--- src/rtl/frapu_pkg.sv ---
package frapu_pkg;

   localparam int ADDR_W     = 24;
   localparam int BYTE_W     = 8;
   localparam int MAP_W      = 64;
   localparam int PAGE_SHIFT = 12;
   localparam int PAGE_IDX_W = $clog2(MAP_W);

   // Access kinds
   typedef enum logic [1:0] {
      OP_READ   = 2'd0,
      OP_WRITE  = 2'd1,
      OP_FETCH  = 2'd2,
      OP_UNUSED = 2'd3
   } opcode_type;

   // Fetch violation codes
   localparam logic [1:0] VIOL_NONE     = 2'd0;
   localparam logic [1:0] VIOL_ARCHIVE  = 2'd1;
   localparam logic [1:0] VIOL_RAM_EXEC = 2'd2;

   // Configuration register indexes
   localparam logic [1:0] REG_HW_REVISION  = 2'd0;
   localparam logic [1:0] REG_NOEXEC_MAP   = 2'd1;
   localparam logic [1:0] REG_UPPER_NOEXEC = 2'd2;

   // Stealth windows
   localparam logic [ADDR_W-1:0] WIN_LIMIT_LO   = 24'h040000;
   localparam logic [ADDR_W-1:0] WIN_LIMIT_HI   = 24'h0fffff;
   localparam logic [ADDR_W-1:0] WIN_SCREEN_LO  = 24'h180000;
   localparam logic [ADDR_W-1:0] WIN_SCREEN_HI  = 24'h1bffff;
   localparam logic [ADDR_W-1:0] WIN_TOGGLE_LO  = 24'h1c0000;
   localparam logic [ADDR_W-1:0] WIN_TOGGLE_HI  = 24'h1fffff;
   localparam logic [ADDR_W-1:0] WIN_BOOT_LO    = 24'h200000;
   localparam logic [ADDR_W-1:0] WIN_BOOT_HI    = 24'h20ffff;
   localparam logic [ADDR_W-1:0] WIN_PROT_LO    = 24'h210000;
   localparam logic [ADDR_W-1:0] WIN_PROT_HI    = 24'h211fff;
   localparam logic [ADDR_W-1:0] WIN_AUTH_A_LO  = 24'h212000;
   localparam logic [ADDR_W-1:0] WIN_AUTH_A_HI  = 24'h217fff;
   localparam logic [ADDR_W-1:0] WIN_CERT_LO    = 24'h218000;
   localparam logic [ADDR_W-1:0] WIN_CERT_HI    = 24'h219fff;
   localparam logic [ADDR_W-1:0] WIN_AUTH_B_LO  = 24'h21a000;
   localparam logic [ADDR_W-1:0] WIN_AUTH_B_HI  = 24'h21ffff;
   localparam logic [ADDR_W-1:0] RAM_LOW_HI     = 24'h03ffff;
   localparam logic [ADDR_W-1:0] RAM_UPPER_HI   = 24'h1fffff;
   localparam logic [ADDR_W-1:0] ARCHIVE_TOP    = 24'h3fffff;
   localparam logic [7:0]        ARCHIVE_BASE64K = 8'h39;
   localparam logic [BYTE_W-1:0] PROTECTED_BYTE = 8'h14;

   localparam logic [7:0] AUTH_MAX      = 8'hff;
   localparam logic [7:0] AUTH_FIRST_OK = 8'd3;
   localparam logic [7:0] AUTH_SECOND_OK = 8'd8;
   localparam logic [2:0] CRASH_MAX     = 3'd7;
   localparam logic [2:0] CRASH_LIMIT   = 3'd4;

   typedef struct packed {
      logic       protect;
      logic [2:0] arch_lim;
      logic       screen;
      logic [7:0] auth_first;
      logic [7:0] auth_second;
      logic [2:0] stealth_crash;
      logic [2:0] archive_crash;
   } state_type;

   typedef struct packed {
      logic             hw_revision;
      logic [MAP_W-1:0] noexec_map;
      logic             upper_noexec;
   } cfg_type;

   typedef struct packed {
      opcode_type        opcode;
      logic [ADDR_W-1:0] address;
      logic [BYTE_W-1:0] memory_byte;
      logic [BYTE_W-1:0] write_byte;
   } item_type;

   typedef struct packed {
      logic [BYTE_W-1:0] read_byte;
      logic              write_enable;
      logic [BYTE_W-1:0] stored_byte;
      logic [1:0]        fetch_violation;
      logic              halt_request;
      logic              protect_active;
      logic [2:0]        arch_lim_now;
      logic              screen_on;
   } result_type;

   function automatic logic in_win(input logic [ADDR_W-1:0] lo, input logic [ADDR_W-1:0] a,
                                   input logic [ADDR_W-1:0] hi);
      return (a >= lo) && (a <= hi);
   endfunction

endpackage

--- src/rtl/frapu_if.sv ---
interface frapu_req_if import frapu_pkg::*; ();
   logic              valid;
   logic              ready;
   logic [1:0]        opcode;
   logic [ADDR_W-1:0] address;
   logic [BYTE_W-1:0] memory_byte;
   logic [BYTE_W-1:0] write_byte;

   modport source (output valid, opcode, address, memory_byte, write_byte, input ready);
   modport sink   (input valid, opcode, address, memory_byte, write_byte, output ready);
endinterface

interface frapu_rsp_if import frapu_pkg::*; ();
   logic              valid;
   logic              ready;
   logic [BYTE_W-1:0] read_byte;
   logic              write_enable;
   logic [BYTE_W-1:0] stored_byte;
   logic [1:0]        fetch_violation;
   logic              halt_request;
   logic              protect_active;
   logic [2:0]        arch_lim_now;
   logic              screen_on;

   modport source (output valid, read_byte, write_enable, stored_byte, fetch_violation,
                   halt_request, protect_active, arch_lim_now, screen_on,
                   input ready);
   modport sink   (input valid, read_byte, write_enable, stored_byte, fetch_violation,
                   halt_request, protect_active, arch_lim_now, screen_on,
                   output ready);
endinterface

interface frapu_csr_if import frapu_pkg::*; ();
   logic             valid;
   logic             ready;
   logic [1:0]       index;
   logic [MAP_W-1:0] data;

   modport source (output valid, index, data, input ready);
   modport sink   (input valid, index, data, output ready);
endinterface

--- src/rtl/frapu_judge.sv ---
module frapu_judge import frapu_pkg::*; (
   input  state_type  state_cur,
   input  cfg_type    cfg,
   input  item_type   item,
   output state_type  state_nxt,
   output result_type res
);

   // Advance the authorization counter of the active revision on even addresses
   function automatic state_type count_auth(input state_type s, input logic rev,
                                            input logic odd);
      state_type r;
      r = s;
      if (!odd) begin
         if (!rev) begin
            if (s.auth_first != AUTH_MAX) r.auth_first = s.auth_first + 8'd1;
         end else begin
            if (s.auth_second != AUTH_MAX) r.auth_second = s.auth_second + 8'd1;
         end
      end
      return r;
   endfunction

   logic [ADDR_W-1:0] a;
   logic              is_write;
   logic              prot_win;
   logic              drop;
   logic              halt;
   logic              hit;
   logic [2:0]        lim_bit;
   logic [7:0]        c2_inc;
   logic [2:0]        scc_inc;
   logic [2:0]        acc_inc;
   logic [8:0]        lo_page;
   logic [1:0]        viol;

   assign a        = item.address;
   assign is_write = (item.opcode == OP_WRITE);

   always_comb begin
      state_nxt = state_cur;
      prot_win  = 1'b0;
      drop      = 1'b0;
      halt      = 1'b0;
      hit       = 1'b0;
      lim_bit   = '0;
      c2_inc    = state_cur.auth_second;
      scc_inc   = state_cur.stealth_crash;
      acc_inc   = state_cur.archive_crash;
      lo_page   = '0;
      viol      = VIOL_NONE;

      unique case (item.opcode)
         OP_READ, OP_WRITE: begin
            // Decode the stealth windows
            priority if (in_win(WIN_LIMIT_LO, a, WIN_LIMIT_HI)) begin
               if (!state_cur.protect && !cfg.hw_revision) begin
                  lim_bit = 3'b001 << (a[19:18] - 2'd1);
                  state_nxt.arch_lim = is_write ? (state_cur.arch_lim | lim_bit)
                                                : (state_cur.arch_lim & ~lim_bit);
               end
            end else if (in_win(WIN_SCREEN_LO, a, WIN_SCREEN_HI)) begin
               state_nxt.screen = is_write;
            end else if (in_win(WIN_TOGGLE_LO, a, WIN_TOGGLE_HI)) begin
               c2_inc = (state_cur.auth_second != AUTH_MAX) ? state_cur.auth_second + 8'd1
                                                            : state_cur.auth_second;
               hit = (state_cur.auth_first >= AUTH_FIRST_OK) || (c2_inc == AUTH_SECOND_OK);
               if (hit) begin
                  state_nxt.protect     = !is_write;
                  state_nxt.auth_first  = '0;
                  state_nxt.auth_second = '0;
               end else begin
                  state_nxt.auth_second = c2_inc;
                  if (!cfg.hw_revision) begin
                     scc_inc = (!a[0] && state_cur.stealth_crash != CRASH_MAX)
                               ? state_cur.stealth_crash + 3'd1 : state_cur.stealth_crash;
                     if (scc_inc >= CRASH_LIMIT) begin
                        state_nxt.auth_first    = '0;
                        state_nxt.auth_second   = '0;
                        state_nxt.stealth_crash = '0;
                        halt = 1'b1;
                     end else begin
                        state_nxt.stealth_crash = scc_inc;
                     end
                  end
               end
            end else if (in_win(WIN_BOOT_LO, a, WIN_BOOT_HI)) begin
               state_nxt = count_auth(state_cur, cfg.hw_revision, a[0]);
               drop = 1'b1;
            end else if (in_win(WIN_PROT_LO, a, WIN_PROT_HI)) begin
               prot_win = 1'b1;
            end else if (in_win(WIN_AUTH_A_LO, a, WIN_AUTH_A_HI)) begin
               state_nxt = count_auth(state_cur, cfg.hw_revision, a[0]);
            end else if (in_win(WIN_CERT_LO, a, WIN_CERT_HI)) begin
               prot_win = 1'b1;
               drop     = 1'b1;
            end else if (in_win(WIN_AUTH_B_LO, a, WIN_AUTH_B_HI)) begin
               state_nxt = count_auth(state_cur, cfg.hw_revision, a[0]);
            end else begin
               state_nxt.auth_first    = '0;
               state_nxt.auth_second   = '0;
               state_nxt.stealth_crash = '0;
               state_nxt.archive_crash = '0;
            end
         end
         OP_FETCH: begin
            if (!cfg.hw_revision) begin
               // Archive limit: 64 KiB blocks from 0x39 plus limit up to the top
               lo_page = {1'b0, ARCHIVE_BASE64K} + {6'd0, state_cur.arch_lim};
               if ({1'b0, a[23:16]} >= lo_page && a <= ARCHIVE_TOP) begin
                  acc_inc = (!a[0] && state_cur.archive_crash != CRASH_MAX)
                            ? state_cur.archive_crash + 3'd1 : state_cur.archive_crash;
                  state_nxt.archive_crash = acc_inc;
                  if (acc_inc >= CRASH_LIMIT) begin
                     state_nxt.auth_first    = '0;
                     state_nxt.auth_second   = '0;
                     state_nxt.stealth_crash = '0;
                     viol = VIOL_ARCHIVE;
                  end
               end
            end else begin
               // RAM execution protection
               if (a <= RAM_LOW_HI) begin
                  if (cfg.noexec_map[a[PAGE_SHIFT +: PAGE_IDX_W]]) viol = VIOL_RAM_EXEC;
               end else if (a <= RAM_UPPER_HI) begin
                  if (cfg.upper_noexec) viol = VIOL_RAM_EXEC;
               end
               if (viol != VIOL_NONE) begin
                  state_nxt.auth_first    = '0;
                  state_nxt.auth_second   = '0;
                  state_nxt.stealth_crash = '0;
               end
            end
            halt = (viol != VIOL_NONE);
         end
         OP_UNUSED: begin
         end
      endcase

      // Build the result word
      res.read_byte         = (item.opcode != OP_READ) ? '0
                            : (prot_win && state_nxt.protect) ? PROTECTED_BYTE
                            : item.memory_byte;
      res.write_enable      = is_write && !drop;
      res.stored_byte       = (is_write && !drop) ? item.write_byte : '0;
      res.fetch_violation   = viol;
      res.halt_request      = halt;
      res.protect_active    = state_nxt.protect;
      res.arch_lim_now      = state_nxt.arch_lim;
      res.screen_on         = state_nxt.screen;
   end

endmodule

--- src/rtl/flash_ram_access_protection_unit.sv ---
// Access protection unit for a flash and RAM byte bus.
//
// req_bus carries one bus access per word: opcode (read, write, fetch check),
// address, the byte memory holds there and the byte to write. rsp_bus returns
// one result word per access: the delivered read byte, the write enable and
// byte passed on to memory, the fetch violation code, a halt request and the
// protection, archive limit and screen flags after the access.
// csr_bus writes the revision, RAM page no-exec map and upper RAM no-exec bit;
// write it only while no access is in flight.
//
// An accepted word waits in the input register, is judged there by a
// single pass of logic against the protection state and lands in the result
// register; the unit takes one access per cycle while rsp_bus does not stall.
// When rsp_bus stalls, the result register holds and one more access waits in
// the input register; req_bus.ready drops only when both are full.
// Reset (synchronous) empties both registers, turns protection and screen on,
// clears the archive limit, all counters and the configuration.
module flash_ram_access_protection_unit import frapu_pkg::*; (
   input logic          clock,
   input logic          reset,
   frapu_req_if.sink    req_bus,
   frapu_rsp_if.source  rsp_bus,
   frapu_csr_if.sink    csr_bus
);

   logic       in_valid_ff;
   item_type   in_item_ff;
   logic       out_valid_ff;
   result_type out_res_ff;
   state_type  state_ff;
   state_type  state_in;
   cfg_type    cfg_ff;
   result_type res_in;
   logic       advance;
   logic       req_fire;

   // Judge the held word when the result register is free or draining
   assign advance  = in_valid_ff && (!out_valid_ff || rsp_bus.ready);
   assign req_fire = req_bus.valid && req_bus.ready;

   assign req_bus.ready = !in_valid_ff || advance;
   assign csr_bus.ready = 1'b1;

   frapu_judge u_judge (
      .state_cur (state_ff),
      .cfg       (cfg_ff),
      .item      (in_item_ff),
      .state_nxt (state_in),
      .res       (res_in)
   );

   // Input register
   always_ff @(posedge clock) begin
      if (reset) begin
         in_valid_ff <= 1'b0;
      end else if (req_bus.ready) begin
         in_valid_ff <= req_bus.valid;
      end
      if (req_fire) begin
         in_item_ff.opcode      <= opcode_type'(req_bus.opcode);
         in_item_ff.address     <= req_bus.address;
         in_item_ff.memory_byte <= req_bus.memory_byte;
         in_item_ff.write_byte  <= req_bus.write_byte;
      end
   end

   // Result register
   always_ff @(posedge clock) begin
      if (reset) begin
         out_valid_ff <= 1'b0;
      end else if (advance) begin
         out_valid_ff <= 1'b1;
      end else if (rsp_bus.ready) begin
         out_valid_ff <= 1'b0;
      end
      if (advance) begin
         out_res_ff <= res_in;
      end
   end

   // Protection state
   always_ff @(posedge clock) begin
      if (reset) begin
         state_ff.protect       <= 1'b1;
         state_ff.arch_lim      <= '0;
         state_ff.screen        <= 1'b1;
         state_ff.auth_first    <= '0;
         state_ff.auth_second   <= '0;
         state_ff.stealth_crash <= '0;
         state_ff.archive_crash <= '0;
      end else if (advance) begin
         state_ff <= state_in;
      end
   end

   // Configuration registers
   always_ff @(posedge clock) begin
      if (reset) begin
         cfg_ff <= '0;
      end else if (csr_bus.valid && csr_bus.ready) begin
         unique case (csr_bus.index)
            REG_HW_REVISION:  cfg_ff.hw_revision  <= csr_bus.data[0];
            REG_NOEXEC_MAP:   cfg_ff.noexec_map   <= csr_bus.data;
            REG_UPPER_NOEXEC: cfg_ff.upper_noexec <= csr_bus.data[0];
            default: begin
            end
         endcase
      end
   end

   // Drive the result channel
   assign rsp_bus.valid             = out_valid_ff;
   assign rsp_bus.read_byte         = out_res_ff.read_byte;
   assign rsp_bus.write_enable      = out_res_ff.write_enable;
   assign rsp_bus.stored_byte       = out_res_ff.stored_byte;
   assign rsp_bus.fetch_violation   = out_res_ff.fetch_violation;
   assign rsp_bus.halt_request      = out_res_ff.halt_request;
   assign rsp_bus.protect_active    = out_res_ff.protect_active;
   assign rsp_bus.arch_lim_now      = out_res_ff.arch_lim_now;
   assign rsp_bus.screen_on         = out_res_ff.screen_on;

endmodule
--- src/flat_wrapper.sv ---
// flat-port wrapper written by rule: the top's interface ports become plain ports
module flash_ram_access_protection_unit_flat import frapu_pkg::*;
  (clock, reset, req_bus_valid, req_bus_opcode, req_bus_address, req_bus_memory_byte, req_bus_write_byte, req_bus_ready, rsp_bus_valid, rsp_bus_read_byte, rsp_bus_write_enable, rsp_bus_stored_byte, rsp_bus_fetch_violation, rsp_bus_halt_request, rsp_bus_protect_active, rsp_bus_arch_lim_now, rsp_bus_screen_on, rsp_bus_ready, csr_bus_valid, csr_bus_index, csr_bus_data, csr_bus_ready);
  frapu_req_if req_bus_i ();
  frapu_rsp_if rsp_bus_i ();
  frapu_csr_if csr_bus_i ();
  input logic clock;
  input logic reset;
  input wire logic [$bits(req_bus_i.valid)-1:0] req_bus_valid;
  input wire logic [$bits(req_bus_i.opcode)-1:0] req_bus_opcode;
  input wire logic [$bits(req_bus_i.address)-1:0] req_bus_address;
  input wire logic [$bits(req_bus_i.memory_byte)-1:0] req_bus_memory_byte;
  input wire logic [$bits(req_bus_i.write_byte)-1:0] req_bus_write_byte;
  output wire logic [$bits(req_bus_i.ready)-1:0] req_bus_ready;
  output wire logic [$bits(rsp_bus_i.valid)-1:0] rsp_bus_valid;
  output wire logic [$bits(rsp_bus_i.read_byte)-1:0] rsp_bus_read_byte;
  output wire logic [$bits(rsp_bus_i.write_enable)-1:0] rsp_bus_write_enable;
  output wire logic [$bits(rsp_bus_i.stored_byte)-1:0] rsp_bus_stored_byte;
  output wire logic [$bits(rsp_bus_i.fetch_violation)-1:0] rsp_bus_fetch_violation;
  output wire logic [$bits(rsp_bus_i.halt_request)-1:0] rsp_bus_halt_request;
  output wire logic [$bits(rsp_bus_i.protect_active)-1:0] rsp_bus_protect_active;
  output wire logic [$bits(rsp_bus_i.arch_lim_now)-1:0] rsp_bus_arch_lim_now;
  output wire logic [$bits(rsp_bus_i.screen_on)-1:0] rsp_bus_screen_on;
  input wire logic [$bits(rsp_bus_i.ready)-1:0] rsp_bus_ready;
  input wire logic [$bits(csr_bus_i.valid)-1:0] csr_bus_valid;
  input wire logic [$bits(csr_bus_i.index)-1:0] csr_bus_index;
  input wire logic [$bits(csr_bus_i.data)-1:0] csr_bus_data;
  output wire logic [$bits(csr_bus_i.ready)-1:0] csr_bus_ready;
  assign req_bus_i.valid = req_bus_valid;
  assign req_bus_i.opcode = req_bus_opcode;
  assign req_bus_i.address = req_bus_address;
  assign req_bus_i.memory_byte = req_bus_memory_byte;
  assign req_bus_i.write_byte = req_bus_write_byte;
  assign req_bus_ready = req_bus_i.ready;
  assign rsp_bus_valid = rsp_bus_i.valid;
  assign rsp_bus_read_byte = rsp_bus_i.read_byte;
  assign rsp_bus_write_enable = rsp_bus_i.write_enable;
  assign rsp_bus_stored_byte = rsp_bus_i.stored_byte;
  assign rsp_bus_fetch_violation = rsp_bus_i.fetch_violation;
  assign rsp_bus_halt_request = rsp_bus_i.halt_request;
  assign rsp_bus_protect_active = rsp_bus_i.protect_active;
  assign rsp_bus_arch_lim_now = rsp_bus_i.arch_lim_now;
  assign rsp_bus_screen_on = rsp_bus_i.screen_on;
  assign rsp_bus_i.ready = rsp_bus_ready;
  assign csr_bus_i.valid = csr_bus_valid;
  assign csr_bus_i.index = csr_bus_index;
  assign csr_bus_i.data = csr_bus_data;
  assign csr_bus_ready = csr_bus_i.ready;
  flash_ram_access_protection_unit u_core (.clock(clock), .reset(reset), .req_bus(req_bus_i), .rsp_bus(rsp_bus_i), .csr_bus(csr_bus_i));
endmodule
--- config.mk ---
export PLATFORM = sky130hd
export DESIGN_NAME = flash_ram_access_protection_unit_flat
export DESIGN_NICKNAME = d
export VERILOG_FILES = /design/src/rtl/frapu_pkg.sv /design/src/rtl/frapu_if.sv /design/src/rtl/frapu_judge.sv /design/src/rtl/flash_ram_access_protection_unit.sv /design/src/flat_wrapper.sv
export SDC_FILE = /design/constraint.sdc
export NUM_CORES = 1
export LEC_CHECK = 0
export ABC_AREA = 1
export ABC_CLOCK_PERIOD_IN_PS = 3300
export BUFFER_PORTS_ARGS = -buffer_cell sky130_fd_sc_hd__buf_4
export CELL_PAD_IN_SITES_DETAIL_PLACEMENT = 1
export CELL_PAD_IN_SITES_GLOBAL_PLACEMENT = 2
export CORE_AREA = 3 3 171 156
export DETAILED_ROUTE_END_ITERATION = 8
export DIE_AREA = 0 0 174 159
export GPL_TIMING_DRIVEN = 0
export HOLD_SLACK_MARGIN = 0.15
export PLACE_DENSITY_LB_ADDON = 0.1
export SYNTH_ARGS = -nofsm -noshare
export SYNTH_HDL_FRONTEND = slang
export SYNTH_SLANG_ARGS = --single-unit
--- constraint.sdc ---
create_clock -name clock -period 3.3 [get_ports clock]
set_input_delay 0.66 -clock clock [delete_from_list [all_inputs] [get_ports clock]]
set_output_delay 0.66 -clock clock [all_outputs]
set_load 0.05 [all_outputs]
# Yosys cells after proc, flatten, opt, wreduce, memory -nomap -nowiden
# Index checks and enable logic that the tools add are counted.
[word_totals] register_bits=162 input_bits=113
[classes] n_addsub=6 order_cmp=23 eq_ne=33 n_shift=1 muxes=72 n_bitwise=3 reduce_logical=42
[ops] cell="$mux W22" count=7
[ops] cell="$le A24 B22 Y1 const B" count=6
[ops] cell="$ge A24 B22 Y1 const B" count=5
[ops] cell="$mux W19" count=5
[ops] cell="$ge A24 B21 Y1 const B" count=2
[ops] cell="$le A24 B21 Y1 const B" count=2
[ops] cell="$mux W16" count=3
[ops] cell="$pmux W22 S2" count=1
[ops] cell="$mux W8" count=4
[ops] cell="$ne A3 B3 Y1 const B" count=10
[ops] cell="$mux W1" count=28
[ops] cell="$mux W3" count=9
[ops] cell="$ge A24 B19 Y1 const B" count=1
[ops] cell="$le A24 B18 Y1 const B" count=1
[ops] cell="$le A24 B20 Y1 const B" count=1
[ops] cell="$mux W23" count=1
[ops] cell="$ne A2 B2 Y1 const B" count=10
[ops] cell="$mux W2" count=9
[ops] cell="$add A8 B1 Y8 const B" count=2
[ops] cell="$logic_and A1 B1 Y1" count=16
[ops] cell="$ne A8 B8 Y1 const B" count=2
[ops] cell="$reduce_and A14 Y1" count=1
[ops] cell="$ne A4 B4 Y1 const B" count=3
[ops] cell="$reduce_and A12 Y1" count=1
[ops] cell="other kinds (28)" count=50

# Longest topological paths before layout
# Gate-level depths: netlist (run 1).
[depth] word_depth=15 mapped_depth=20 depth_no_buf=18

# Modules after synthesis
# A second synthesis (run 1) with hierarchy kept.
[hier_totals] hier_cells=1282 area_unflattened_um2=8944.8
[by_module_without_submodules] module="flash_ram_access_protection_unit" n_inst=1 cells_per_inst=676 area_each_um2=6025.8 seq_area_each_um2=3913.8
[by_module_without_submodules] module="frapu_judge" n_inst=1 cells_per_inst=606 area_each_um2=2919.0 seq_area_each_um2=0.0

# Worst setup path after synthesis (run 1)
# No wires, ideal clock.
[synth_path] path_kind="flip-flop to flip-flop" start="register u_core.state_ff[23] (netlist bit)" end="register u_core.state_ff[8] (netlist bit)" setup_time_ps=113 arrival_time_ps=2228 required_ps=3187 setup_slack_ps=959 path_stages_with_launch=16 path_buffers=2 path_cell_list="dfxtp_1 ha_1 ha_1 inv_1 ha_1 nand2_1 o21ai_0 nand2_1 nand3_1 nand3_1 a21oi_2 buf_4 nand3_1 buf_2 nor2_1 nor2_1"
[synth_between] elab_chain_len=5
[synth_lines] element="start, declared" line_no="flash_ram_access_protection_unit.sv:30" rtl="state_type state_ff;"
[synth_lines] element="start signal, assigned" line_no="flash_ram_access_protection_unit.sv:92" rtl="state_ff <= state_in;"
[synth_lines] element="$add A6 B3 Y7" line_no="frapu_judge.sv:109" rtl="lo_page = {1'b0, ARCHIVE_BASE64K} + {6'd0, state_cur.arch_lim};"
[synth_lines] element="$ge A8 B7 Y1" line_no="frapu_judge.sv:110" rtl="if ({1'b0, a[23:16]} >= lo_page && a <= ARCHIVE_TOP) begin"
[synth_lines] element="$logic_and A1 B1 Y1" line_no="frapu_judge.sv:110"
[synth_lines] element="$ne A3 B2 Y1 (no source line)"
[synth_lines] element="$reduce_and A9 Y1 (no source line)"
# No other way between the ends.
# A chain may end at the register's enable or synchronous reset.

# Worst setup path after layout (run 1)
# Same ends and word-level chain as after synthesis.

==> results of run 1 <==
==> registers in the layout, summed over array words and instances (netlist names) <==
register,flops
u_core.rsp_bus.protect_active,1
u_core.rsp_bus.screen_on,1
u_core.in_valid_ff,1
u_core.state_ff,27
u_core.rsp_bus.read_byte,8
u_core.in_item_ff,31
u_core.rsp_bus.halt_request,1
u_core.rsp_bus.valid,1
u_core.rsp_bus.write_enable,1
u_core.rsp_bus.stored_byte,8
u_core.cfg_ff,66
u_core.rsp_bus.arch_lim_now,3
u_core.rsp_bus.fetch_violation,2
==> routing by layer <==
| metal | routed length [um] | share of wire [%] | track usage [%] |
|---|---|---|---|
| met5 | 0 | 0 | 0 |
| met4 | 189 | 0.79 | 3.69 |
| met3 | 889 | 3.7 | 3.34 |
| met2 | 10700 | 45 | 26.9 |
| met1 | 12300 | 51 | 26.4 |
==> area by class of cell <==
type,count,area (um^2)
Buffer,42,198
Sequential cell,151,3580
Tap cell,342,428
Fill cell,3161,15300
Inverter,138,518
Clock buffer,17,425
Timing Repair Buffer,128,981
Clock inverter,15,203
Multi-Input combinational cell,724,3390
==> stage by stage <==
stage / std cells / setup WS [ps] / utilization (%)
after global placement: 1524 / 565 / 36.2
after detailed placement: 1524 / 551 / 36.2
after CTS: 1556 / 538 / 38.7
after global routing: 1557 / 311 / 38.8
final: 1557 / 533 / 38.8
after floorplan: 1055 / 959 / -
==> logic make-up (layout without fill, tap and decap cells) <==
logic type      count (synthesis)  in the layout
flops                         151            151
other cells                     1              1
xor+xnor                        7              7
buf+inv                       180            340
simple gates                  539            539
fa+ha+maj                      15             15
compound gates                161            161
mux                             1              1
==> cell usage in the layout (no fill, tap or decap), types with 4 or more instances in the layout <==
master / instances
nand2_1: 264
nand3_2: 4
inv_1: 129
nand4_1: 22
nand2_2: 9
o21ai_1: 4
clkbuf_1: 23
inv_8: 5
xor2_1: 5
nor3_1: 12
inv_2: 6
nor2_1: 162
nand3_1: 48
ha_1: 15
buf_4: 131
nor2_2: 5
clkbuf_16: 17
buf_2: 14
dfxtp_1: 95
clkinv_8: 5
edfxtp_1: 56
a21oi_1: 59
o21ai_0: 89
nor2_4: 4
==> final timing paths <==
| check | to | startpoint | slack, ps | cells after the start |
|---|---|---|---|---|
| setup / recovery | u_core.state_ff[8]$_SDFFE_PP0P_ | u_core.state_ff[23]$_SDFFE_PP0P_ | 530 | 15 |
| hold / removal | u_core.in_item_ff[38]$_DFFE_PP_ | req_bus_address[22] | 400 | 1 |
| setup reg to reg | u_core.state_ff[8]$_SDFFE_PP0P_ | u_core.state_ff[23]$_SDFFE_PP0P_ | 530 | 15 |
| hold reg to reg | u_core.cfg_ff[43]$_SDFFE_PP0P_ | u_core.cfg_ff[43]$_SDFFE_PP0P_ | 460 | 2 |
==> where the power goes <==
part | internal, mW | total (mW) | switching (mW) | leakage [nW]
Combinational | 0.239 | 0.656 | 0.418 | 2.85
Sequential | 2.04 | 2.09 | 0.0529 | 1.31
Clock | 1.10 | 2.07 | 0.965 | 0.305
Total | 3.38 | 4.81 | 1.44 | 4.47
==> impl_results.html, run 1 <==
<table>
<tr><th>Metric</th><th>Value</th></tr>
<tr><th colspan="2">Synth</th></tr>
<tr><td>Most common cell in the netlist</td><td>nand2_1</td></tr>
<tr><td>Fraction of synthesis flops using an asynchronous set or reset pin</td><td>0%</td></tr>
<tr><td>Adder-cell area share of the yosys netlist</td><td>2.44%</td></tr>
<tr><td>Post-synth top flop</td><td>dfxtp_1</td></tr>
<tr><td>Dominant cells by area after synthesis</td><td>dfxtp_1 25%, edfxtp_1 22%, nand2_1 13%</td></tr>
<tr><td>Number of flops mapped to enable cells by yosys</td><td>56</td></tr>
<tr><td>Simple-gate share of the synthesized area</td><td>29.8%</td></tr>
<tr><td>Multiplexer share of the synthesized area</td><td>0.130%</td></tr>
<tr><td>Parity-gate share of the synthesized area counting xor and xnor cells</td><td>0.797%</td></tr>
<tr><td>Average cell area after synthesis</td><td>7.29 um^2</td></tr>
<tr><td>Warnings from Yosys</td><td>0</td></tr>
<tr><td>Post-synth design cell area</td><td>0.00769 mm^2</td></tr>
<tr><td>Ranking of synthesized cells by instance count</td><td>264 x nand2_1, 162 x nor2_1, 129 x inv_1</td></tr>
<tr><td>Area share of the largest cell type after synthesis</td><td>24.7%</td></tr>
<tr><td>Gate Count Post-Synth</td><td>1055</td></tr>
<tr><td>Number of synthesized register bits</td><td>151</td></tr>
<tr><td>Synthesized-area fraction occupied by ao, oa, aoi and oai cells</td><td>10.9%</td></tr>
<tr><td>Sequential cell area fraction in the yosys report</td><td>46.6%</td></tr>
<tr><td>Unique cell type count in the Yosys netlist</td><td>40</td></tr>
<tr><td>Library cell occupying the most area in the post-synthesis netlist</td><td>dfxtp_1</td></tr>
<tr><td>Synthesized Nets</td><td>1183</td></tr>
<tr><td>Combinational family with the most area after synthesis</td><td>simple AND/OR/NAND/NOR gates</td></tr>
<tr><th colspan="2">Floorplanning</th></tr>
<tr><td>Num ports</td><td>141</td></tr>
<tr><td>Initial core utilization</td><td>30.7%</td></tr>
<tr><td>Floorplan row count</td><td>55</td></tr>
<tr><td>Core area</td><td>0.0250 mm^2</td></tr>
<tr><td>Chip Height</td><td>159 um</td></tr>
<tr><td>Die X</td><td>174 um</td></tr>
<tr><td>Die Area</td><td>0.0277 mm^2</td></tr>
<tr><th colspan="2">Routing</th></tr>
<tr><td>Via count</td><td>7114</td></tr>
<tr><td>Number of DRC violations after detailed-routing iteration 0</td><td>414</td></tr>
<tr><td>DR pass1 iterations</td><td>4</td></tr>
<tr><td>Final antenna-violating net count</td><td>0</td></tr>
<tr><td>Detailed-route DRC error count</td><td>0</td></tr>
<tr><td>Vias per cell</td><td>4.57</td></tr>
<tr><td>Final wirelength</td><td>24100 um</td></tr>
<tr><td>Final routed wire length divided by cell count</td><td>15.5 um</td></tr>
<tr><th colspan="2">CTS</th></tr>
<tr><td>CTS buffer count</td><td>17</td></tr>
<tr><td>Clock Latency Late Sink</td><td>430 ps</td></tr>
<tr><td>Clock transition at the registers of the reported paths</td><td>80 ps</td></tr>
<tr><td>Hold-fix buffer count after cts</td><td>0</td></tr>
<tr><td>Maximum level of the CTS H-tree</td><td>4</td></tr>
<tr><td>Root Buffer Master</td><td>clkbuf_16</td></tr>
<tr><td>Sink count of the clock tree</td><td>151</td></tr>
<tr><td>Post-CTS setup-driven buffer insertion count</td><td>0</td></tr>
<tr><td>Clock tree from TritonCTS</td><td>yes</td></tr>
<tr><td>Number of gates given a new drive strength after cts</td><td>0</td></tr>
<tr><td>Max Buffers Root-to-Sink</td><td>2</td></tr>
<tr><th colspan="2">Min path</th></tr>
<tr><td>Tightest Hold Check Type</td><td>in -&gt; reg</td></tr>
<tr><th colspan="2">Layout</th></tr>
<tr><td>Antenna diode instance count</td><td>0</td></tr>
<tr><td>Post-synthesis to final-layout area growth</td><td>26.5%</td></tr>
<tr><td>Fraction of final layout cells with drive strength greater than 1</td><td>17.7%</td></tr>
<tr><td>Total non-filler cell area in the finished layout</td><td>0.00973 mm^2</td></tr>
<tr><td># nets final</td><td>1330</td></tr>
<tr><th colspan="2">GRT</th></tr>
<tr><td>Global router's overall resource usage</td><td>17.7%</td></tr>
<tr><td>Total overflow reported by the global router</td><td>0</td></tr>
<tr><td>Via count of the first global-routing pass</td><td>7275</td></tr>
<tr><td>Maximum number of pins on one net before global-route repair</td><td>32</td></tr>
<tr><td>Initial antenna violation count</td><td>0</td></tr>
<tr><td>First-pass GRT wire length</td><td>39100 um</td></tr>
<tr><th colspan="2">Setup path</th></tr>
<tr><td>Critical path fanouts, max</td><td>10</td></tr>
<tr><td>Endpoint class of the critical path</td><td>register</td></tr>
<tr><td>Type of the setup path with the least slack</td><td>reg -&gt; reg</td></tr>
<tr><td>Cell Chain, Critical Path</td><td>ha_1 -&gt; ha_1 -&gt; inv_1 -&gt; ha_1 -&gt; nand2_1 -&gt; o21ai_0 -&gt; nand2_1 -&gt; nand3_1 -&gt; nand3_1 -&gt; a21oi_2 -&gt; buf_4 -&gt; nand3_1 -&gt; buf_2 -&gt; nor2_1 -&gt; nor2_1</td></tr>
<tr><td>Crit-path leading delay family</td><td>adder cells</td></tr>
<tr><td>Data required, critical path</td><td>3630 ps</td></tr>
<tr><td>Buffers and inverters on the worst path</td><td>3</td></tr>
<tr><td>Critical path arrival</td><td>3100 ps</td></tr>
<tr><td>Max stage delay cell, worst path</td><td>dfxtp_1</td></tr>
<tr><td>Critical path launch point type</td><td>register</td></tr>
<tr><td>Largest stage delay, worst path</td><td>330 ps</td></tr>
<tr><th colspan="2">Place</th></tr>
<tr><td>PortBufs</td><td>127</td></tr>
<tr><td>Placed wire-length estimate</td><td>18100 um</td></tr>
<tr><td>GP Congestion</td><td>0.812</td></tr>
<tr><td>Area post-placement</td><td>0.00907 mm^2</td></tr>
<tr><th colspan="2">STA</th></tr>
<tr><td>Post-route clock skew</td><td>14.6 ps</td></tr>
<tr><td>Period Utilization, post-route</td><td>83.8%</td></tr>
<tr><td>Total negative slack</td><td>0 ps</td></tr>
<tr><td>Maximum clock rate</td><td>361 MHz</td></tr>
<tr><td>Final count of negative-setup-slack endpoints</td><td>0</td></tr>
<tr><td>Setup repair after global routing missed its margin</td><td>false</td></tr>
<tr><td>Total count of hold-check failures in the final report</td><td>0</td></tr>
<tr><td>Final hold slack</td><td>397 ps</td></tr>
<tr><td>Number of slew-limit violations in the final report</td><td>0</td></tr>
<tr><td>Clock period minus final worst setup slack</td><td>2770 ps</td></tr>
<tr><td>Pin slew with the least headroom to its limit</td><td>1190 ps</td></tr>
<tr><td>Relative slew slack</td><td>20.7%</td></tr>
<tr><th colspan="2">Power and ir drop</th></tr>
<tr><td>Total power</td><td>4.81 mW</td></tr>
<tr><td>Worst vdd rail ir drop</td><td>0.000296 V</td></tr>
<tr><td>Pleak</td><td>4.47 nW</td></tr>
<tr><td>Power per cell area</td><td>495 mW/mm^2</td></tr>
<tr><th colspan="2">Job</th></tr>
<tr><td>Max-cap violation count</td><td>0</td></tr>
<tr><th colspan="2">Outcome</th></tr>
<tr><td>Result of the run</td><td>completed</td></tr>
</table>
No activity file was read; power rests on OpenSTA's default activity.
==> run 2, diff against run 1 <==
--- a/config.mk
+++ b/config.mk
@@ -6,13 +6,13 @@
 export NUM_CORES = 1
 export LEC_CHECK = 0
 export ABC_AREA = 1
-export ABC_CLOCK_PERIOD_IN_PS = 3300
+export ABC_CLOCK_PERIOD_IN_PS = 2300
 export BUFFER_PORTS_ARGS = -buffer_cell sky130_fd_sc_hd__buf_4
 export CELL_PAD_IN_SITES_DETAIL_PLACEMENT = 1
 export CELL_PAD_IN_SITES_GLOBAL_PLACEMENT = 2
-export CORE_AREA = 3 3 171 156
+export CORE_AREA = 3 3 179 164
 export DETAILED_ROUTE_END_ITERATION = 8
-export DIE_AREA = 0 0 174 159
+export DIE_AREA = 0 0 182 167
 export GPL_TIMING_DRIVEN = 0
 export HOLD_SLACK_MARGIN = 0.15
 export PLACE_DENSITY_LB_ADDON = 0.1
==> constraint.sdc (replaced) <==
create_clock -name clock -period 2.3 [get_ports clock]
set_input_delay 0.46 -clock clock [delete_from_list [all_inputs] [get_ports clock]]
set_output_delay 0.46 -clock clock [all_outputs]
set_load 0.05 [all_outputs]
==> impl_results.html, run 2 (synthesis gave the netlist of run 1 again) <==
<table>
<tr><th>Metric</th><th>Value</th></tr>
<tr><th colspan="2">Setup path</th></tr>
<tr><td>Buffers and inverters on the worst path</td><td>4 (was 3)</td></tr>
<tr><td>Crit-path leading delay family</td><td>adder cells (unchanged)</td></tr>
<tr><td>Critical path arrival</td><td>2680 ps (was 3100 ps)</td></tr>
<tr><td>Max stage delay cell, worst path</td><td>dfxtp_4 (was dfxtp_1)</td></tr>
<tr><td>Endpoint class of the critical path</td><td>register (unchanged)</td></tr>
<tr><td>Critical path launch point type</td><td>register (unchanged)</td></tr>
<tr><td>Cell Chain, Critical Path</td><td>ha_4 -&gt; ha_4 -&gt; inv_4 -&gt; ha_4 -&gt; nand2_2 -&gt; inv_1 -&gt; nand4_1 -&gt; nand3_2 -&gt; nand3_4 -&gt; a21oi_4 -&gt; buf_6 -&gt; nand3_4 -&gt; buf_8 -&gt; nor2_2 -&gt; nor2_2 (was ha_1 -&gt; ha_1 -&gt; inv_1 -&gt; ha_1 -&gt; nand2_1 -&gt; o21ai_0 -&gt; nand2_1 -&gt; nand3_1 -&gt; nand3_1 -&gt; a21oi_2 -&gt; buf_4 -&gt; nand3_1 -&gt; buf_2 -&gt; nor2_1 -&gt; nor2_1)</td></tr>
<tr><td>Largest stage delay, worst path</td><td>360 ps (was 330 ps)</td></tr>
<tr><td>Data required, critical path</td><td>2630 ps (was 3630 ps)</td></tr>
<tr><td>Cell repeated most along the worst path</td><td>ha_4</td></tr>
<tr><td>Critical path fanouts, max</td><td>5 (was 10)</td></tr>
<tr><td>Type of the setup path with the least slack</td><td>reg -&gt; reg (unchanged)</td></tr>
<tr><th colspan="2">Outcome</th></tr>
<tr><td>Violations in the final reports</td><td>setup timing</td></tr>
<tr><td>Result of the run</td><td>finished with violations (was completed)</td></tr>
<tr><th colspan="2">Floorplanning</th></tr>
<tr><td>Floorplan row count</td><td>58 (was 55)</td></tr>
<tr><td>Initial core utilization</td><td>27.7% (was 30.7%)</td></tr>
<tr><td>Core area</td><td>0.0277 mm^2 (was 0.0250 mm^2)</td></tr>
<tr><td>Chip Height</td><td>167 um (was 159 um)</td></tr>
<tr><td>Die X</td><td>182 um (was 174 um)</td></tr>
<tr><td>Die Area</td><td>0.0304 mm^2 (was 0.0277 mm^2)</td></tr>
<tr><td>Num ports</td><td>141 (unchanged)</td></tr>
<tr><th colspan="2">GRT</th></tr>
<tr><td>Initial antenna violation count</td><td>0 (unchanged)</td></tr>
<tr><td>Via count of the first global-routing pass</td><td>7304 (was 7275)</td></tr>
<tr><td>Total overflow reported by the global router</td><td>0 (unchanged)</td></tr>
<tr><td>First-pass GRT wire length</td><td>39800 um (was 39100 um)</td></tr>
<tr><td>Global router's overall resource usage</td><td>16.7% (was 17.7%)</td></tr>
<tr><td>Maximum number of pins on one net before global-route repair</td><td>32 (unchanged)</td></tr>
<tr><th colspan="2">Layout</th></tr>
<tr><td>Largest register FFs</td><td>66 (unchanged)</td></tr>
<tr><td>Total non-filler cell area in the finished layout</td><td>0.0106 mm^2 (was 0.00973 mm^2)</td></tr>
<tr><td>Commonest cells after routing, fill and taps aside</td><td>221 x nand2_1, 148 x buf_4, 142 x nor2_1 (was 264 x nand2_1, 162 x nor2_1, 131 x buf_4)</td></tr>
<tr><td>Utilization after layout</td><td>38.2% (was 38.8%)</td></tr>
<tr><td>Number of inserted filler cells in the final layout</td><td>3405 (was 3161)</td></tr>
<tr><td># nets final</td><td>1355 (was 1330)</td></tr>
<tr><td>Biggest regs</td><td>u_core.cfg_ff x66, u_core.in_item_ff x31, u_core.state_ff x27 (unchanged)</td></tr>
<tr><td>Top reg by flops</td><td>u_core.cfg_ff (unchanged)</td></tr>
<tr><td>Fraction of final layout cells with drive strength greater than 1</td><td>28.1% (was 17.7%)</td></tr>
<tr><td>Leading cell type in the layout, fill and taps excluded</td><td>nand2_1 (unchanged)</td></tr>
<tr><td>Post-synthesis to final-layout area growth</td><td>37.6% (was 26.5%)</td></tr>
<tr><td>Antenna diode instance count</td><td>0 (unchanged)</td></tr>
<tr><th colspan="2">CTS</th></tr>
<tr><td>Sink count of the clock tree</td><td>151 (unchanged)</td></tr>
<tr><td>Max Buffers Root-to-Sink</td><td>2 (unchanged)</td></tr>
<tr><td>Root Buffer Master</td><td>clkbuf_16 (unchanged)</td></tr>
<tr><td>Hold-fix buffer count after cts</td><td>0 (unchanged)</td></tr>
<tr><td>Maximum level of the CTS H-tree</td><td>4 (unchanged)</td></tr>
<tr><td>Clock transition at the registers of the reported paths</td><td>80 ps (about the same)</td></tr>
<tr><td>CTS buffer count</td><td>17 (unchanged)</td></tr>
<tr><td>Clock tree from TritonCTS</td><td>yes (unchanged)</td></tr>
<tr><td>Clock Latency Late Sink</td><td>440 ps (was 430 ps)</td></tr>
<tr><th colspan="2">Place</th></tr>
<tr><td>Setup slack after placement</td><td>-364 ps (was 551 ps)</td></tr>
<tr><td>PortBufs</td><td>127 (unchanged)</td></tr>
<tr><td>Placed wire-length estimate</td><td>18600 um (was 18100 um)</td></tr>
<tr><td>Area post-placement</td><td>0.00915 mm^2 (was 0.00907 mm^2)</td></tr>
<tr><td>GP Congestion</td><td>0.753 (was 0.812)</td></tr>
<tr><th colspan="2">STA</th></tr>
<tr><td>Clock period minus final worst setup slack</td><td>2350 ps (was 2770 ps)</td></tr>
<tr><td>Pin slew with the least headroom to its limit</td><td>1180 ps (was 1190 ps)</td></tr>
<tr><td>Final count of negative-setup-slack endpoints</td><td>13 (was 0)</td></tr>
<tr><td>Relative slew slack</td><td>21.4% (was 20.7%)</td></tr>
<tr><td>Number of slew-limit violations in the final report</td><td>0 (unchanged)</td></tr>
<tr><td>Worst-case setup margin in the final layout</td><td>-51.9 ps (was 533 ps)</td></tr>
<tr><td>Setup repair after global routing missed its margin</td><td>true (was false)</td></tr>
<tr><td>Maximum clock rate</td><td>425 MHz (was 361 MHz)</td></tr>
<tr><td>Period Utilization, post-route</td><td>102% (was 83.8%)</td></tr>
<tr><td>Total count of hold-check failures in the final report</td><td>0 (unchanged)</td></tr>
<tr><td>Post-route clock skew</td><td>17.3 ps (was 14.6 ps)</td></tr>
<tr><th colspan="2">Routing</th></tr>
<tr><td>Final wirelength</td><td>25500 um (was 24100 um)</td></tr>
<tr><td>Via count</td><td>7279 (was 7114)</td></tr>
<tr><td>Vias per cell</td><td>4.55 (was 4.57)</td></tr>
<tr><td>Final antenna-violating net count</td><td>0 (unchanged)</td></tr>
<tr><td>Final routed wire length divided by cell count</td><td>15.9 um (was 15.5 um)</td></tr>
<tr><td>DR pass1 iterations</td><td>4 (unchanged)</td></tr>
<tr><td>Detailed-route DRC error count</td><td>0 (unchanged)</td></tr>
<tr><td>Number of DRC violations after detailed-routing iteration 0</td><td>311 (was 414)</td></tr>
<tr><th colspan="2">Power and ir drop</th></tr>
<tr><td>Switching Power</td><td>2.18 mW (was 1.44 mW)</td></tr>
<tr><td>Combinational group share of total power</td><td>16.0% (was 13.6%)</td></tr>
<tr><td>Worst vdd rail ir drop</td><td>0.000491 V (was 0.000296 V)</td></tr>
<tr><td>Power share of the clock group</td><td>41.4% (was 43.0%)</td></tr>
<tr><td>Proportion of total power due to net switching</td><td>31.0% (was 29.8%)</td></tr>
<tr><td>Internal power summed over all cells</td><td>4.85 mW (was 3.38 mW)</td></tr>
<tr><td>Power per cell area</td><td>664 mW/mm^2 (was 495 mW/mm^2)</td></tr>
<tr><td>Relative contribution of sequential cells to total power</td><td>42.6% (was 43.4%)</td></tr>
<tr><td>Pleak</td><td>4.69 nW (was 4.47 nW)</td></tr>
<tr><th colspan="2">Min path</th></tr>
<tr><td>Tightest Hold Check Type</td><td>in -&gt; reg (unchanged)</td></tr>
<tr><th colspan="2">Job</th></tr>
<tr><td>Max-cap violation count</td><td>0 (unchanged)</td></tr>
</table>
## run 2: repair_timing
item / 4_1_cts / 5_1_grt
endpoints found under the hold margin: 0 / 0
gates cloned: 3 / 1
setup buffers: 11 / 10
resized for setup: 86 / 92
setup endpoints to repair: 38 / 38
pin swaps: 20 / 20
## run 2: path summary, 6_finish.rpt
check                                                       from                          endpoint  cells after the start  slack (ps)
worst min-delay path                      req_bus_memory_byte[7]   u_core.in_item_ff[15]$_DFFE_PP_                      1         190
worst max register to register  u_core.state_ff[23]$_SDFFE_PP0P_  u_core.state_ff[20]$_SDFFE_PP0P_                     15         -50
worst min register to register    u_core.cfg_ff[24]$_SDFFE_PP0P_    u_core.cfg_ff[24]$_SDFFE_PP0P_                      2         460
worst max-delay path            u_core.state_ff[23]$_SDFFE_PP0P_  u_core.state_ff[20]$_SDFFE_PP0P_                     15         -50
## run 2: stage by stage
step	total power, mW	TNS [ps]	instances	hold slack, ps
3_3_place_gp	4.00	-7000	1542	443
6_report	7.03	-352	1600	193
2_1_floorplan	3.63	0	1055	424
3_5_place_dp	4.02	-6970	1543	450
5_1_grt	7.38	-3580	1600	169
4_1_cts	7.08	-338	1589	173
## run 2: power groups by stage
| stage | Sequential, mW | Clock, mW | Combinational, mW |
|---|---|---|---|
| 5_1_grt | 3.02 | 3.11 | 1.26 |
| 6_report | 3.00 | 2.91 | 1.13 |
| 2_1_floorplan | 3.12 | 0 | 0.509 |
| 3_3_place_gp | 3.05 | 0 | 0.949 |
| 3_5_place_dp | 3.06 | 0 | 0.964 |
| 4_1_cts | 3.00 | 3.01 | 1.07 |
## run 2: routing by layer
metal	track usage, %	part of all wire, %	up-vias	wire [um]
met3	2.36	3.2	24	826
met4	4.27	1.1	0	275
met1	24.2	51	3421	13000
li1	-	-	3723	-
met5	0	0	-	0
met2	26.2	45	111	11400
## run 2: final cells by class
class                      count  area, um^2  share of cell area, %
multi-input combinational    724        3850                   36.4
sequential                   151        3600                   34.0
timing repair buffer         153        1250                   11.8
inverter                     138         532                   5.02
tap                          360         450                   4.25
clock buffer                  17         425                   4.02
buffer                        42         297                   2.80
clock inverter                15         183                   1.73
==> run 3, diff against run 2 <==
==> constraint.sdc (replaced) <==
create_clock -name clock -period 2.3 [get_ports clock]
set_input_delay 0.345 -clock clock [delete_from_list [all_inputs] [get_ports clock]]
set_output_delay 0.345 -clock clock [all_outputs]
set_load 0.05 [all_outputs]
==> impl_results.html, run 3 (synthesis gave the netlist of run 1 again) <==
<table>
<tr><th>Metric</th><th>Value</th></tr>
<tr><th colspan="2">Layout</th></tr>
<tr><td>Antenna diode instance count</td><td>0 (unchanged)</td></tr>
<tr><td>Area of the multi-input gates</td><td>0.00385 mm^2 (unchanged)</td></tr>
<tr><td>Post-synthesis to final-layout area growth</td><td>42.3% (was 37.6%)</td></tr>
<tr><td>Biggest regs</td><td>u_core.cfg_ff x66, u_core.in_item_ff x31, u_core.state_ff x27 (unchanged)</td></tr>
<tr><td>Top reg by flops</td><td>u_core.cfg_ff (unchanged)</td></tr>
<tr><td>Storage element area</td><td>0.00360 mm^2 (unchanged)</td></tr>
<tr><td># nets final</td><td>1391 (was 1355)</td></tr>
<tr><td>Commonest cells after routing, fill and taps aside</td><td>221 x nand2_1, 148 x buf_4, 142 x nor2_1 (unchanged)</td></tr>
<tr><td>Largest register FFs</td><td>66 (unchanged)</td></tr>
<tr><td>Fraction of final layout cells with drive strength greater than 1</td><td>27.3% (was 28.1%)</td></tr>
<tr><td>Leading cell type in the layout, fill and taps excluded</td><td>nand2_1 (unchanged)</td></tr>
<tr><td>Number of inserted filler cells in the final layout</td><td>3392 (was 3405)</td></tr>
<tr><th colspan="2">Routing</th></tr>
<tr><td>Via count</td><td>7383 (was 7279)</td></tr>
<tr><td>Wire length the detailed router placed on met1</td><td>13300 um (was 13000 um)</td></tr>
<tr><td>Vias per cell</td><td>4.51 (was 4.55)</td></tr>
<tr><td>Final antenna-violating net count</td><td>0 (unchanged)</td></tr>
<tr><td>Detailed-route DRC error count</td><td>0 (unchanged)</td></tr>
<tr><td>Met3 routed WL</td><td>658 um (was 826 um)</td></tr>
<tr><td>DR pass1 iterations</td><td>4 (unchanged)</td></tr>
<tr><td>DR top layer</td><td>met4 (unchanged)</td></tr>
<tr><td>Amount of wire on met2 after detailed routing</td><td>11500 um (was 11400 um)</td></tr>
<tr><td>Number of DRC violations after detailed-routing iteration 0</td><td>330 (was 311)</td></tr>
<tr><td>Final wirelength</td><td>25800 um (was 25500 um)</td></tr>
<tr><td>Final routed wire length divided by cell count</td><td>15.8 um (was 15.9 um)</td></tr>
<tr><th colspan="2">Power and ir drop</th></tr>
<tr><td>Power per cell area</td><td>647 mW/mm^2 (was 664 mW/mm^2)</td></tr>
<tr><td>Pleak</td><td>4.84 nW (was 4.69 nW)</td></tr>
<tr><td>Worst vdd rail ir drop</td><td>0.000489 V (was 0.000491 V)</td></tr>
<tr><th colspan="2">Setup path</th></tr>
<tr><td>Crit-path leading delay family</td><td>adder cells (unchanged)</td></tr>
<tr><td>Startpoint of the lowest-slack register-to-register path</td><td>u_core.state_ff[23]$_SDFFE_PP0P_ (unchanged)</td></tr>
<tr><td>Setup slack, reg-to-reg</td><td>-60 ps (was -50 ps)</td></tr>
<tr><td>Max stage delay cell, worst path</td><td>dfxtp_4 (unchanged)</td></tr>
<tr><td>Buffers and inverters on the worst path</td><td>4 (unchanged)</td></tr>
<tr><td>Cell repeated most along the worst path</td><td>ha_4 (unchanged)</td></tr>
<tr><td>Type of the setup path with the least slack</td><td>reg -&gt; reg (unchanged)</td></tr>
<tr><td>Critical path fanouts, max</td><td>5 (unchanged)</td></tr>
<tr><td>Endpoint class of the critical path</td><td>register (unchanged)</td></tr>
<tr><td>Length in cells of the worst reg-to-reg path</td><td>15 (unchanged)</td></tr>
<tr><td>Cell Chain, Critical Path</td><td>ha_4 -&gt; ha_4 -&gt; inv_4 -&gt; ha_4 -&gt; nand2_2 -&gt; inv_1 -&gt; nand4_1 -&gt; nand3_2 -&gt; nand3_4 -&gt; a21oi_4 -&gt; buf_6 -&gt; nand3_4 -&gt; buf_8 -&gt; nor2_2 -&gt; nor2_2 (unchanged)</td></tr>
<tr><td>Critical path arrival</td><td>2690 ps (was 2680 ps)</td></tr>
<tr><td>Reg2Reg Capture Point</td><td>u_core.state_ff[20]$_SDFFE_PP0P_ (unchanged)</td></tr>
<tr><td>Data required, critical path</td><td>2630 ps (about the same)</td></tr>
<tr><td>Largest stage delay, worst path</td><td>360 ps (about the same)</td></tr>
<tr><td>Critical path launch point type</td><td>register (unchanged)</td></tr>
<tr><th colspan="2">STA</th></tr>
<tr><td>Setup repair after global routing missed its margin</td><td>true (unchanged)</td></tr>
<tr><td>Total negative slack</td><td>-461 ps (was -352 ps)</td></tr>
<tr><td>Maximum clock rate</td><td>424 MHz (was 425 MHz)</td></tr>
<tr><td>Relative slew slack</td><td>22.1% (was 21.4%)</td></tr>
<tr><td>Post-route clock skew</td><td>16.1 ps (was 17.3 ps)</td></tr>
<tr><td>Period Utilization, post-route</td><td>103% (was 102%)</td></tr>
<tr><td>Number of slew-limit violations in the final report</td><td>0 (unchanged)</td></tr>
<tr><td>Pin slew with the least headroom to its limit</td><td>1170 ps (was 1180 ps)</td></tr>
<tr><td>Worst-case setup margin in the final layout</td><td>-58.6 ps (was -51.9 ps)</td></tr>
<tr><td>Total count of hold-check failures in the final report</td><td>0 (unchanged)</td></tr>
<tr><td>Final count of negative-setup-slack endpoints</td><td>14 (was 13)</td></tr>
<tr><td>Clock period minus final worst setup slack</td><td>2360 ps (was 2350 ps)</td></tr>
<tr><th colspan="2">GRT</th></tr>
<tr><td>First-pass GRT wire length</td><td>40500 um (was 39800 um)</td></tr>
<tr><td>Global router's overall resource usage</td><td>16.9% (was 16.7%)</td></tr>
<tr><td>Maximum number of pins on one net before global-route repair</td><td>32 (unchanged)</td></tr>
<tr><td>Via count of the first global-routing pass</td><td>7505 (was 7304)</td></tr>
<tr><td>Total overflow reported by the global router</td><td>0 (unchanged)</td></tr>
<tr><td>Initial antenna violation count</td><td>0 (unchanged)</td></tr>
<tr><th colspan="2">Floorplanning</th></tr>
<tr><td>Initial core utilization</td><td>27.7% (unchanged)</td></tr>
<tr><td>Die X</td><td>182 um (unchanged)</td></tr>
<tr><td>Die Area</td><td>0.0304 mm^2 (unchanged)</td></tr>
<tr><td>Chip Height</td><td>167 um (unchanged)</td></tr>
<tr><td>Num ports</td><td>141 (unchanged)</td></tr>
<tr><td>Floorplan row count</td><td>58 (unchanged)</td></tr>
<tr><td>Core area</td><td>0.0277 mm^2 (unchanged)</td></tr>
<tr><th colspan="2">CTS</th></tr>
<tr><td>CTS buffer count</td><td>17 (unchanged)</td></tr>
<tr><td>Root Buffer Master</td><td>clkbuf_16 (unchanged)</td></tr>
<tr><td>Clock transition at the registers of the reported paths</td><td>70 ps (was 80 ps)</td></tr>
<tr><td>Maximum level of the CTS H-tree</td><td>4 (unchanged)</td></tr>
<tr><td>Clock tree from TritonCTS</td><td>yes (unchanged)</td></tr>
<tr><td>Max Buffers Root-to-Sink</td><td>2 (unchanged)</td></tr>
<tr><td>Clock Latency Late Sink</td><td>440 ps (about the same)</td></tr>
<tr><td>Sink count of the clock tree</td><td>151 (unchanged)</td></tr>
<tr><th colspan="2">Min path</th></tr>
<tr><td>Worst Hold Path EP</td><td>u_core.cfg_ff[61]$_SDFFE_PP0P_ (was u_core.in_item_ff[15]$_DFFE_PP_)</td></tr>
<tr><td>Tightest Hold Check Type</td><td>in -&gt; reg (unchanged)</td></tr>
<tr><td>Number of cells traversed by the worst hold path</td><td>3 (was 1)</td></tr>
<tr><td>Startpoint of the lowest-slack hold path</td><td>csr_bus_data[60] (was req_bus_memory_byte[7])</td></tr>
<tr><th colspan="2">Place</th></tr>
<tr><td>GP Congestion</td><td>0.753 (unchanged)</td></tr>
<tr><td>Placed wire-length estimate</td><td>18600 um (unchanged)</td></tr>
<tr><td>PortBufs</td><td>127 (unchanged)</td></tr>
<tr><td>Setup slack after placement</td><td>-364 ps (unchanged)</td></tr>
<tr><th colspan="2">Outcome</th></tr>
<tr><td>Violations in the final reports</td><td>setup timing (unchanged)</td></tr>
<tr><td>Result of the run</td><td>finished with violations (unchanged)</td></tr>
<tr><th colspan="2">Job</th></tr>
<tr><td>Max-cap violation count</td><td>0 (unchanged)</td></tr>
</table>
==> run 3: changes by cell type in the layout (fill, tap and decap cells not counted) <==
cell | previous run | this run
dlygate4sd3_1 | 0 | 36
==> run 3: where the power goes <==
part / switching (mW) / total (mW) / internal [mW]
clock: 1.42 / 2.91 / 1.48
sequential: 0.0785 / 3.00 / 2.92
combinational: 0.688 / 1.18 / 0.489
==> run 3: routing by layer <==
layer / track usage (%) / up-vias
met2: 26.6 / 94
met1: 24.4 / 3467
met3: 2.34 / 28
li1: - / 3794
met5: 0 / -
met4: 4.40 / 0
==> run 3: worst max path at each step <==
stage               slack (ps)  depth (start not counted)                             start                          endpoint
floorplan                   30                         15  u_core.state_ff[23]$_SDFFE_PP0P_   u_core.state_ff[8]$_SDFFE_PP0P_
finish                     -60                         15  u_core.state_ff[23]$_SDFFE_PP0P_  u_core.state_ff[20]$_SDFFE_PP0P_
CTS                        -80                         16  u_core.state_ff[23]$_SDFFE_PP0P_  u_core.state_ff[19]$_SDFFE_PP0P_
detailed placement        -360                         15  u_core.state_ff[24]$_SDFFE_PP0P_   u_core.state_ff[9]$_SDFFE_PP0P_
global placement          -350                         15  u_core.state_ff[24]$_SDFFE_PP0P_   u_core.state_ff[9]$_SDFFE_PP0P_
global route              -190                         20   u_core.in_item_ff[28]$_DFFE_PP_  u_core.state_ff[20]$_SDFFE_PP0P_
==> run 3: repair_timing <==
action                                 4_1_cts  5_1_grt
endpoints found under the hold margin       36        0
pin swaps                                   20       20
setup buffers                               11       10
setup endpoints to repair                   38       38
hold buffers                                36        0
gates cloned                                 3        1
resized for setup                           86       92
==> run 3: worst register-to-register path, cell delays in order (launching register included) <==
cell and delay, ps:
dfxtp_4 360, ha_4 160, ha_4 260, inv_4 40
ha_4 260, nand2_2 50, inv_1 50, nand4_1 120
nand3_2 140, nand3_4 100, a21oi_4 170, buf_6 130
nand3_4 110, buf_8 170, nor2_2 100, nor2_2 50
==> run 3: area by class of cell <==
| cell class | instances | area share, % |
|---|---|---|
| Inverter | 138 | 4.86 |
| Timing Repair Buffer | 189 | 14.7 |
| Clock buffer | 17 | 3.89 |
| Tap cell | 360 | 4.11 |
| Clock inverter | 15 | 1.67 |
| Multi-Input combinational cell | 724 | 35.2 |
| Buffer | 42 | 2.71 |
| Sequential cell | 151 | 32.9 |
==> run 3: through the flow <==
| step | cells | hold slack [ps] | total power, mW | cell area [um^2] | utilization (%) |
|---|---|---|---|---|---|
| CTS | 1625 | 153 | 7.13 | 10600 | 38.2 |
| floorplan | 1055 | 424 | 3.63 | 7710 | - |
| finish | 1636 | 164 | 7.08 | 10900 | 39.5 |
| global route | 1636 | 156 | 7.44 | 10900 | 39.5 |
| detailed placement | 1543 | 450 | 4.02 | 9150 | 33.0 |
| global placement | 1542 | 443 | 4.00 | 9120 | 32.9 |
